### src/hdl/dcle_pkg.sv
package dcle_pkg;

	localparam int OFFSET_WIDTH_DEF = 32;
	// wide enough for any offset width up to 32 plus sign and carry
	localparam int CALC_W = 34;
	localparam int MAX_RESULTS = 8;
	localparam int RES_CNT_W = $clog2(MAX_RESULTS + 1);

	localparam logic [CALC_W-1:0] PIECE_MAX = CALC_W'(34'h0_7FFF_FFFF);
	localparam logic [CALC_W-1:0] SPLIT_AT = CALC_W'(34'h0_8000_0000);
	localparam logic [31:0] NEG_PIECE = 32'h8000_0001;

	localparam logic OPC_COPY = 1'b0;
	localparam logic OPC_FINISH = 1'b1;
	localparam logic KIND_EXT = 1'b0;
	localparam logic KIND_INT = 1'b1;

	typedef enum logic [1:0] {
		ST_IDLE,
		ST_EXT,
		ST_INT,
		ST_FIN
	} state_t;

	typedef enum logic [1:0] {
		OP_NONE,
		OP_EXT,
		OP_INT,
		OP_FIN
	} op_t;

	typedef struct packed {
		logic load;
		op_t  op;
		logic emit;
		logic last;
	} cmd_t;

	typedef struct packed {
		logic slot_free;
		logic ext_final;
		logic int_final;
		logic nlen_zero;
		logic cnt_zero;
		logic ld_olen_zero;
		logic ld_nlen_zero;
	} sts_t;

endpackage

### src/hdl/dcle_ctrl.sv
module dcle_ctrl import dcle_pkg::*; (
	input  logic clk,
	input  logic arst_n,
	input  logic item_valid,
	input  logic opcode,
	output logic item_stall,
	input  sts_t sts,
	output cmd_t cmd
);

	state_t state_q, state_nxt;
	logic [RES_CNT_W-1:0] res_cnt_q;
	logic emit_ok;
	logic go;

	always_comb begin
		case (state_q)
			ST_FIN: emit_ok = !sts.cnt_zero && (res_cnt_q < RES_CNT_W'(MAX_RESULTS));
			default: emit_ok = res_cnt_q < RES_CNT_W'(MAX_RESULTS);
		endcase
		// a silent step (record past the limit, or a finish with no external count pending) need not wait for the output slot
		go = (state_q != ST_IDLE) && (!emit_ok || sts.slot_free);
	end

	always_comb begin
		state_nxt = state_q;
		case (state_q)
			ST_IDLE: begin
				if (item_valid) begin
					if (opcode == OPC_FINISH)
						state_nxt = ST_FIN;
					else if (!sts.ld_olen_zero)
						state_nxt = ST_EXT;
					else if (!sts.ld_nlen_zero)
						state_nxt = ST_INT;
				end
			end
			ST_EXT: begin
				if (go && sts.ext_final)
					state_nxt = sts.nlen_zero ? ST_IDLE : ST_INT;
			end
			ST_INT: begin
				if (go && sts.int_final)
					state_nxt = ST_IDLE;
			end
			ST_FIN: begin
				if (go)
					state_nxt = ST_IDLE;
			end
			default: state_nxt = ST_IDLE;
		endcase
	end

	always_comb begin
		cmd.load = 1'b0;
		cmd.op = OP_NONE;
		cmd.emit = 1'b0;
		cmd.last = 1'b0;
		item_stall = 1'b1;
		case (state_q)
			ST_IDLE: begin
				item_stall = 1'b0;
				cmd.load = item_valid;
			end
			ST_EXT: begin
				cmd.op = go ? OP_EXT : OP_NONE;
				cmd.emit = go && emit_ok;
				cmd.last = sts.ext_final && sts.nlen_zero;
			end
			ST_INT: begin
				cmd.op = go ? OP_INT : OP_NONE;
				cmd.emit = go && emit_ok;
				cmd.last = sts.int_final;
			end
			ST_FIN: begin
				cmd.op = go ? OP_FIN : OP_NONE;
				cmd.emit = go && emit_ok;
				cmd.last = 1'b1;
			end
			default: begin
				item_stall = 1'b1;
			end
		endcase
		// the eighth record closes the item whatever follows
		if (res_cnt_q == RES_CNT_W'(MAX_RESULTS - 1))
			cmd.last = 1'b1;
	end

	always_ff @(posedge clk or negedge arst_n) begin
		if (!arst_n) begin
			state_q <= ST_IDLE;
			res_cnt_q <= '0;
		end else begin
			state_q <= state_nxt;
			if (cmd.load)
				res_cnt_q <= '0;
			else if (cmd.emit)
				res_cnt_q <= res_cnt_q + RES_CNT_W'(1);
		end
	end

endmodule

### src/hdl/dcle_datapath.sv
module dcle_datapath import dcle_pkg::*; #(
	parameter int OFFSET_WIDTH = OFFSET_WIDTH_DEF
) (
	input  logic               clk,
	input  logic               arst_n,
	input  logic [31:0]        old_offset,
	input  logic [31:0]        old_length,
	input  logic [31:0]        new_length,
	input  cmd_t               cmd,
	output sts_t               sts,
	output logic               result_valid,
	input  logic               result_stall,
	output logic               kind,
	output logic signed [31:0] offset_delta,
	output logic [30:0]        copy_length,
	output logic [31:0]        ext_run_count,
	output logic [30:0]        data_length,
	output logic               last
);

	localparam int W = OFFSET_WIDTH;

	logic [W:0]   off_q;
	logic [W-1:0] olen_q;
	logic [W-1:0] nlen_q;
	logic [W:0]   run_q;
	logic [31:0]  cnt_q;
	logic         valid_q;

	logic [CALC_W-1:0] off_x, run_x, olen_x, nlen_x, diff_x, bdiff_x;
	logic [CALC_W-1:0] run_fwd_x, run_bwd_x, run_end_x, olen_rem_x, nlen_rem_x;
	logic fwd, bwd, long_copy, long_lit;

	logic        rec_kind;
	logic [31:0] rec_delta;
	logic [30:0] rec_clen;
	logic [31:0] rec_run;
	logic [30:0] rec_dlen;

	always_comb begin
		off_x = CALC_W'(off_q);
		run_x = CALC_W'(run_q);
		olen_x = CALC_W'(olen_q);
		nlen_x = CALC_W'(nlen_q);
		diff_x = off_x - run_x;
		bdiff_x = run_x - off_x;
		fwd = (off_x > run_x) && (diff_x >= SPLIT_AT);
		bwd = (run_x > off_x) && (bdiff_x >= SPLIT_AT);
		long_copy = olen_x >= SPLIT_AT;
		long_lit = nlen_x >= SPLIT_AT;
		run_fwd_x = run_x + PIECE_MAX;
		run_bwd_x = run_x - PIECE_MAX;
		run_end_x = off_x + olen_x;
		olen_rem_x = olen_x - PIECE_MAX;
		nlen_rem_x = nlen_x - PIECE_MAX;
	end

	always_comb begin
		rec_kind = KIND_EXT;
		rec_delta = '0;
		rec_clen = '0;
		rec_run = '0;
		rec_dlen = '0;
		case (cmd.op)
			OP_EXT: begin
				if (fwd)
					rec_delta = PIECE_MAX[31:0];
				else if (bwd)
					rec_delta = NEG_PIECE;
				else begin
					rec_delta = diff_x[31:0];
					rec_clen = long_copy ? PIECE_MAX[30:0] : olen_x[30:0];
				end
			end
			OP_INT: begin
				rec_kind = KIND_INT;
				rec_run = cnt_q;
				rec_dlen = long_lit ? PIECE_MAX[30:0] : nlen_x[30:0];
			end
			OP_FIN: begin
				rec_kind = KIND_INT;
				rec_run = cnt_q;
			end
			default: rec_kind = KIND_EXT;
		endcase
	end

	always_comb begin
		sts.slot_free = !valid_q || !result_stall;
		sts.ext_final = !fwd && !bwd && !long_copy;
		sts.int_final = !long_lit;
		sts.nlen_zero = nlen_q == '0;
		sts.cnt_zero = cnt_q == '0;
		sts.ld_olen_zero = old_length[W-1:0] == '0;
		sts.ld_nlen_zero = new_length[W-1:0] == '0;
	end

	always_ff @(posedge clk or negedge arst_n) begin
		if (!arst_n) begin
			run_q <= '0;
			cnt_q <= '0;
			valid_q <= 1'b0;
		end else begin
			case (cmd.op)
				OP_EXT: begin
					cnt_q <= cnt_q + 32'd1;
					if (fwd)
						run_q <= run_fwd_x[W:0];
					else if (bwd)
						run_q <= run_bwd_x[W:0];
					else if (long_copy)
						run_q <= run_fwd_x[W:0];
					else
						run_q <= run_end_x[W:0];
				end
				OP_INT: cnt_q <= '0;
				OP_FIN: begin
					cnt_q <= '0;
					run_q <= '0;
				end
				default: cnt_q <= cnt_q;
			endcase
			if (cmd.emit)
				valid_q <= 1'b1;
			else if (!result_stall)
				valid_q <= 1'b0;
		end
	end

	// item fields and the result register carry no reset
	always_ff @(posedge clk) begin
		if (cmd.load) begin
			off_q <= {1'b0, old_offset[W-1:0]};
			olen_q <= old_length[W-1:0];
			nlen_q <= new_length[W-1:0];
		end else if (cmd.op == OP_EXT && !fwd && !bwd && long_copy) begin
			// next piece starts where this one ends, with zero jump
			olen_q <= olen_rem_x[W-1:0];
			off_q <= run_fwd_x[W:0];
		end else if (cmd.op == OP_INT && long_lit) begin
			nlen_q <= nlen_rem_x[W-1:0];
		end
		if (cmd.emit) begin
			kind <= rec_kind;
			offset_delta <= rec_delta;
			copy_length <= rec_clen;
			ext_run_count <= rec_run;
			data_length <= rec_dlen;
			last <= cmd.last;
		end
	end

	assign result_valid = valid_q;

endmodule

### src/hdl/delta_copy_list_encoder.sv
// Timing: an item is taken while the control is idle; each record is then built by
// the datapath's record step and shows on the result register in the cycle after.
// Occupancy: the block takes no new item until it has stepped through every record
// of the last one, a finish included; output stalls hold it longer.
// Reset: arst_n clears the running offset, the pending external count and all
// control state at once; the block then takes items immediately.
module delta_copy_list_encoder import dcle_pkg::*; #(
	parameter int OFFSET_WIDTH = OFFSET_WIDTH_DEF
) (
	input  logic               clk,
	input  logic               arst_n,
	input  logic               item_valid,
	output logic               item_stall,
	input  logic               opcode,
	input  logic [31:0]        old_offset,
	input  logic [31:0]        old_length,
	input  logic [31:0]        new_length,
	output logic               result_valid,
	input  logic               result_stall,
	output logic               kind,
	output logic signed [31:0] offset_delta,
	output logic [30:0]        copy_length,
	output logic [31:0]        ext_run_count,
	output logic [30:0]        data_length,
	output logic               last
);

	cmd_t cmd;
	sts_t sts;

	dcle_ctrl u_ctrl (
		.clk        (clk),
		.arst_n     (arst_n),
		.item_valid (item_valid),
		.opcode     (opcode),
		.item_stall (item_stall),
		.sts        (sts),
		.cmd        (cmd)
	);

	dcle_datapath #(
		.OFFSET_WIDTH (OFFSET_WIDTH)
	) u_datapath (
		.clk           (clk),
		.arst_n        (arst_n),
		.old_offset    (old_offset),
		.old_length    (old_length),
		.new_length    (new_length),
		.cmd           (cmd),
		.sts           (sts),
		.result_valid  (result_valid),
		.result_stall  (result_stall),
		.kind          (kind),
		.offset_delta  (offset_delta),
		.copy_length   (copy_length),
		.ext_run_count (ext_run_count),
		.data_length   (data_length),
		.last          (last)
	);

`ifndef NO_ASSERTIONS
	a_emit_needs_slot: assert property (@(posedge clk) disable iff (!arst_n)
		cmd.emit |-> sts.slot_free)
		else $error("record emitted into an occupied result register");

	a_accept_loads: assert property (@(posedge clk) disable iff (!arst_n)
		(item_valid && !item_stall) |-> (cmd.load && cmd.op == OP_NONE))
		else $error("item transfer without a clean load");

	a_finish_clears: assert property (@(posedge clk) disable iff (!arst_n)
		cmd.op == OP_FIN |=> sts.cnt_zero)
		else $error("external count not cleared by finish");

	a_emit_sets_valid: assert property (@(posedge clk) disable iff (!arst_n)
		cmd.emit |=> result_valid)
		else $error("emitted record not presented");
`endif

endmodule

### config.mk
export PLATFORM = sky130hd
export DESIGN_NAME = delta_copy_list_encoder
export DESIGN_NICKNAME = d
export VERILOG_FILES = /design/src/hdl/dcle_pkg.sv /design/src/hdl/dcle_ctrl.sv /design/src/hdl/dcle_datapath.sv /design/src/hdl/delta_copy_list_encoder.sv
export SDC_FILE = /design/constraint.sdc
export NUM_CORES = 1
export LEC_CHECK = 0
export BUFFER_PORTS_ARGS = -buffer_cell sky130_fd_sc_hd__buf_2
export CAP_MARGIN = 0
export CORE_ASPECT_RATIO = 0.6
export CORE_MARGIN = 2
export CORE_UTILIZATION = 50
export CTS_CLUSTER_DIAMETER = 100
export DETAILED_ROUTE_END_ITERATION = 10
export MAX_ROUTING_LAYER = met4
export PLACE_DENSITY = 0.76
export SLEW_MARGIN = 40
export SYNTH_ARGS = -nofsm -noshare
export SYNTH_HDL_FRONTEND = slang
export SYNTH_SLANG_ARGS = --single-unit
### constraint.sdc
create_clock -name clk -period 29.5 [get_ports clk]
set_input_delay 2.95 -clock clk [delete_from_list [all_inputs] [get_ports clk]]
set_output_delay 2.95 -clock clk [all_outputs]
set_load 0.01 [all_outputs]
==> parameters.txt <==
Parameter                              Value

Place
  Half-perimeter wire length after detailed placement    49100 um
  DP Area    0.0219 mm2
  DP Worst Slack    23.44 ns
  Port buffer count    230
  Final weighted congestion in routability-driven placement    1.03

Yosys
  Number of storage elements in the synthesis netlist    297
  Yosys top cell by area    edfxtp_1
  Number of instances in the synthesized netlist    2331
  Number of flops mapped to enable cells by yosys    224
  Area of the mapped netlist    0.0204 mm2
  FFs w/ async S/R, synth    24.2%
  Synthesized net count    2542
  Mean Syn Cell Area    8.76 um2
  Top cell type's share of synthesized area    33.0%
  Largest cells by area after synthesis    edfxtp_1 (33%), dfrtp_1 (8.8%), ha_1 (6.6%)
  Share of the yosys chip area belonging to registers    41.9%
  Distinct cell type count of the synthesized netlist    80
  Syn. warnings    0
  Synth Flop Type    edfxtp_1

Hold path
  Hold Path Origin    u_ctrl.res_cnt_q[0]
  Type of the worst min-delay path    register to register

STA
  Number of hold violations in the final report    0
  Worst Setup Slack, final    23.82 ns
  Slew at the pin closest to its max-slew limit    0.898 ns
  Final setup violation count    0
  Setup repair after global routing missed its margin    no
  Worst Skew    0.0172 ns
  Ratio of final minimum period to clock period    19.2%
  Worst slew slack as a fraction of its limit    39.6%
  F_max    176 MHz
  Pins over their slew limit    0
  Setup Total Neg Slack    0 ns
  Final critical delay including setup and external delays    5.68 ns

Route
  Uppermost layer routed    met4
  Count of unresolved DRC violations after routing    0
  Met2 wirelength from detailed routing    24900 um
  TritonRoute pass-1 iters    5
  Via-per-instance ratio    6.26
  DR WL met3    9010 um
  Via total after detailed routing    19000
  Wire length after detailed routing    66300 um
  Routed length per instance    21.9 um
  Met1 layer wirelength in the final routing    31000 um
  Antenna violation net count after detailed routing    0
  Drt initial violations    2249

Critical path
  Category of the critical setup timing path    register to register
  R2r worst-path depth    13
  Endpoint of the lowest-slack register-to-register path    u_datapath.olen_q[4]
  Critical path origin    u_datapath.run_q[17]
  Required time at the worst-slack endpoint    29.72 ns
  Top fanout value on the critical path    50
  Most used cell, CP    nand2_1
  Critical path's slowest cell    dfrtp_1
  Worst path max stage delay    0.76 ns
  Arrival @ worst endpoint    5.90 ns
  Critical path endpoint category    register
  FF-to-FF Start    u_datapath.run_q[17]
  Reg2reg setup slack    23.82 ns
  Cell breakdown of the critical path    inv_1 > ha_1 > nand2_1 > nor4_1 > nand2_1 > o2111ai_1 > o21a_1 > o22ai_1 > nand3_2 > buf_4 > nand2_1 > o21ai_4 > buf_4
  Critical Path Sink    u_datapath.olen_q[4]
  Worst Setup Start Kind    register

Status
  Outcome    finished clean

CTS
  Clock tree from TritonCTS    yes
  Number of clock buffers inserted by TritonCTS    30
  Number of buffers added for setup after CTS    0
  Count of H-tree levels built during CTS    1
  Count of hold buffers inserted by post-cts repair    0
  Sink count of the clock tree    297
  CTS Root Buffer Type    clkbuf_16
  Number of gates given a new drive strength after cts    0
  Insertion delay of the later-clocked pin in the worst-skew pair    0.60 ns
  Clk pin slew, worst setup/hold paths    0.07 ns
  Clock Path Buffers    3

Floorplanning
  Die height    160 um
  Starting density of the core    50.6%
  Area of the die    0.0425 mm2
  Top-level I/O count    231
  Core box area    0.0404 mm2
  Number of placement rows    57
  Chip Width    265 um

Pwr
  Clk pwr share    11.5%
  Net load switching power    1690 uW
  Power density cells    144 mW/mm2
  Peak ir drop on the vdd network    72.0 uV
  Combinational cell fraction of total power    59.6%
  Internal power component    1600 uW
  Part of the total power dissipated in sequential elements    28.9%
  Static leakage power    0.00919 uW
  Switching power share of the total    51.3%

Global route
  Remaining global-route overflow    0
  Global-route wire length before repair    101000 um
  Number of global-route vias before repair    17300
  Antenna violations before repair    3
  Largest net degree at the start of global routing    112
  GRT Overall Usage    31.4%

Job
  Maximum Capacitance Violations    0

Cells and area
  Synthesis-to-finish area growth    11.9%
  Share of layout cells above drive strength 1    13.4%
  Fin nets    2681
  Number of filler cells placed in the layout    3634
  Layout Cell Area excl Fill    0.0228 mm2
[synth_stat cells (15+ instances only)]
library cell    n
and3_1         60
or3_1          27
a31oi_1        19
mux2i_1        15
nor4_1         44
edfxtp_1      224
nor2_1        298
xnor2_1       109
inv_1         110
o211ai_1       17
dfrtp_1        72
clkbuf_1      131
o21ai_0       160
nand3_1        96
o31ai_1        18
a21oi_1       163
a21o_1         21
xor2_1         69
nand2_1       236
nand4_1        48
ha_1          108
nor3_1         56
[stage by stage]
stage	hold WS, ns	utilization (%)	power, uW	std cells
global route	0.572	56.6	3480	3028
CTS	0.543	56.6	3220	3025
detailed placement	0.534	54.2	2830	2969
floorplan	0.477	-	2210	2331
global placement	0.496	54.2	2780	2968
finish	0.540	56.6	3290	3028
[how the worst min path moves through the flow]
stage,endpoint,slack (ns),cells past startpoint
2_1_floorplan,u_ctrl.res_cnt_q[0],0.48,1
3_3_place_gp,u_ctrl.res_cnt_q[0],0.50,1
3_5_place_dp,u_ctrl.res_cnt_q[0],0.53,1
4_1_cts,u_ctrl.res_cnt_q[0],0.54,1
5_1_grt,u_ctrl.res_cnt_q[0],0.57,1
6_report,u_ctrl.res_cnt_q[0],0.54,1
[power groups by stage]
stage	registers [uW]	logic (uW)	clock network, uW
after floorplan	941	1270	0
after global placement	936	1840	0
after detailed placement	940	1890	0
after CTS	936	1900	383
after global routing	969	2120	399
final	950	1960	378
[registers in the layout, indices dropped and copies added (netlist names)]
| register | count |
|---|---|
| u_ctrl.res_cnt_q | 4 |
| u_ctrl.state_q | 2 |
| u_datapath.cnt_q | 32 |
| u_datapath.copy_length | 31 |
| u_datapath.data_length | 31 |
| u_datapath.ext_run_count | 32 |
| u_datapath.kind | 1 |
| u_datapath.last | 1 |
| u_datapath.nlen_q | 32 |
| u_datapath.off_q | 33 |
| u_datapath.offset_delta | 32 |
| u_datapath.olen_q | 32 |
| u_datapath.result_valid | 1 |
| u_datapath.run_q | 33 |
[cell families after synthesis]
logic type                 count (synthesis)  share of synthesized area (%)
muxes                                     17                          0.846
and+or+nand+nor                          937                           21.7
adders and majority gates                110                           6.82
buffers and inverters                    257                           4.86
xor gates and xnor gates                 178                           7.64
AOI/OAI and AO/OA                        535                           16.3
DFF                                      297                           41.9
[placed cells by master, fill, tap and decap left out, types with 10 or more instances in the layout]
| cell | netlist | layout |
|---|---|---|
| a21o_1 | 21 | 21 |
| and2_1 | 14 | 13 |
| buf_2 | 4 | 230 |
| a211oi_1 | 14 | 14 |
| o21bai_1 | 13 | 13 |
| nor3_1 | 56 | 56 |
| nand2b_1 | 12 | 12 |
| ha_1 | 108 | 108 |
| o21ai_0 | 160 | 158 |
| a31oi_1 | 19 | 19 |
| edfxtp_1 | 224 | 224 |
| clkbuf_16 | 0 | 30 |
| nand3_1 | 96 | 95 |
| xor2_1 | 69 | 69 |
| inv_1 | 110 | 109 |
| nor2_1 | 298 | 296 |
| nor4_1 | 44 | 43 |
| o2111ai_1 | 13 | 13 |
| a21oi_1 | 163 | 163 |
| or3_1 | 27 | 27 |
| xnor2_1 | 109 | 109 |
| nand4_1 | 48 | 48 |
| mux2i_1 | 15 | 15 |
| clkinv_2 | 0 | 11 |
| o21a_1 | 10 | 10 |
| a221o_1 | 13 | 13 |
| o211ai_1 | 17 | 17 |
| o31ai_1 | 18 | 17 |
| dfrtp_1 | 72 | 71 |
| and3_1 | 60 | 60 |
| buf_4 | 2 | 18 |
| nand2_1 | 236 | 234 |
[per-layer routing]
metal / GRT usage [%] / vias up
met5: - / -
met4: 5.83 / 0
met3: 9.98 / 105
met2: 39.7 / 1116
met1: 48.2 / 9049
li1: - / 8681
[worst max-delay path, delay by kind of cell, from the launching register on]
kind                       cells  cell delay [ns]
DFF                            1             0.76
buffers and inverters          3             1.24
and+or+nand+nor                5             1.57
adders and majority gates      1             0.55
AOI/OAI and AO/OA              4             1.11
[area by class of cell]
class | count | area, um2 | area share [%]
Timing Repair Buffer | 253 | 1340 | 5.88
Sequential cell | 297 | 8550 | 37.4
Tap cell | 531 | 664 | 2.91
Clock inverter | 21 | 155 | 0.679
Inverter | 111 | 417 | 1.82
Clock buffer | 35 | 779 | 3.41
Antenna cell | 3 | 7.51 | 0.0329
Multi-Input combinational cell | 1777 | 10900 | 47.8
Note: power is estimated with default switching activity, not from simulation.
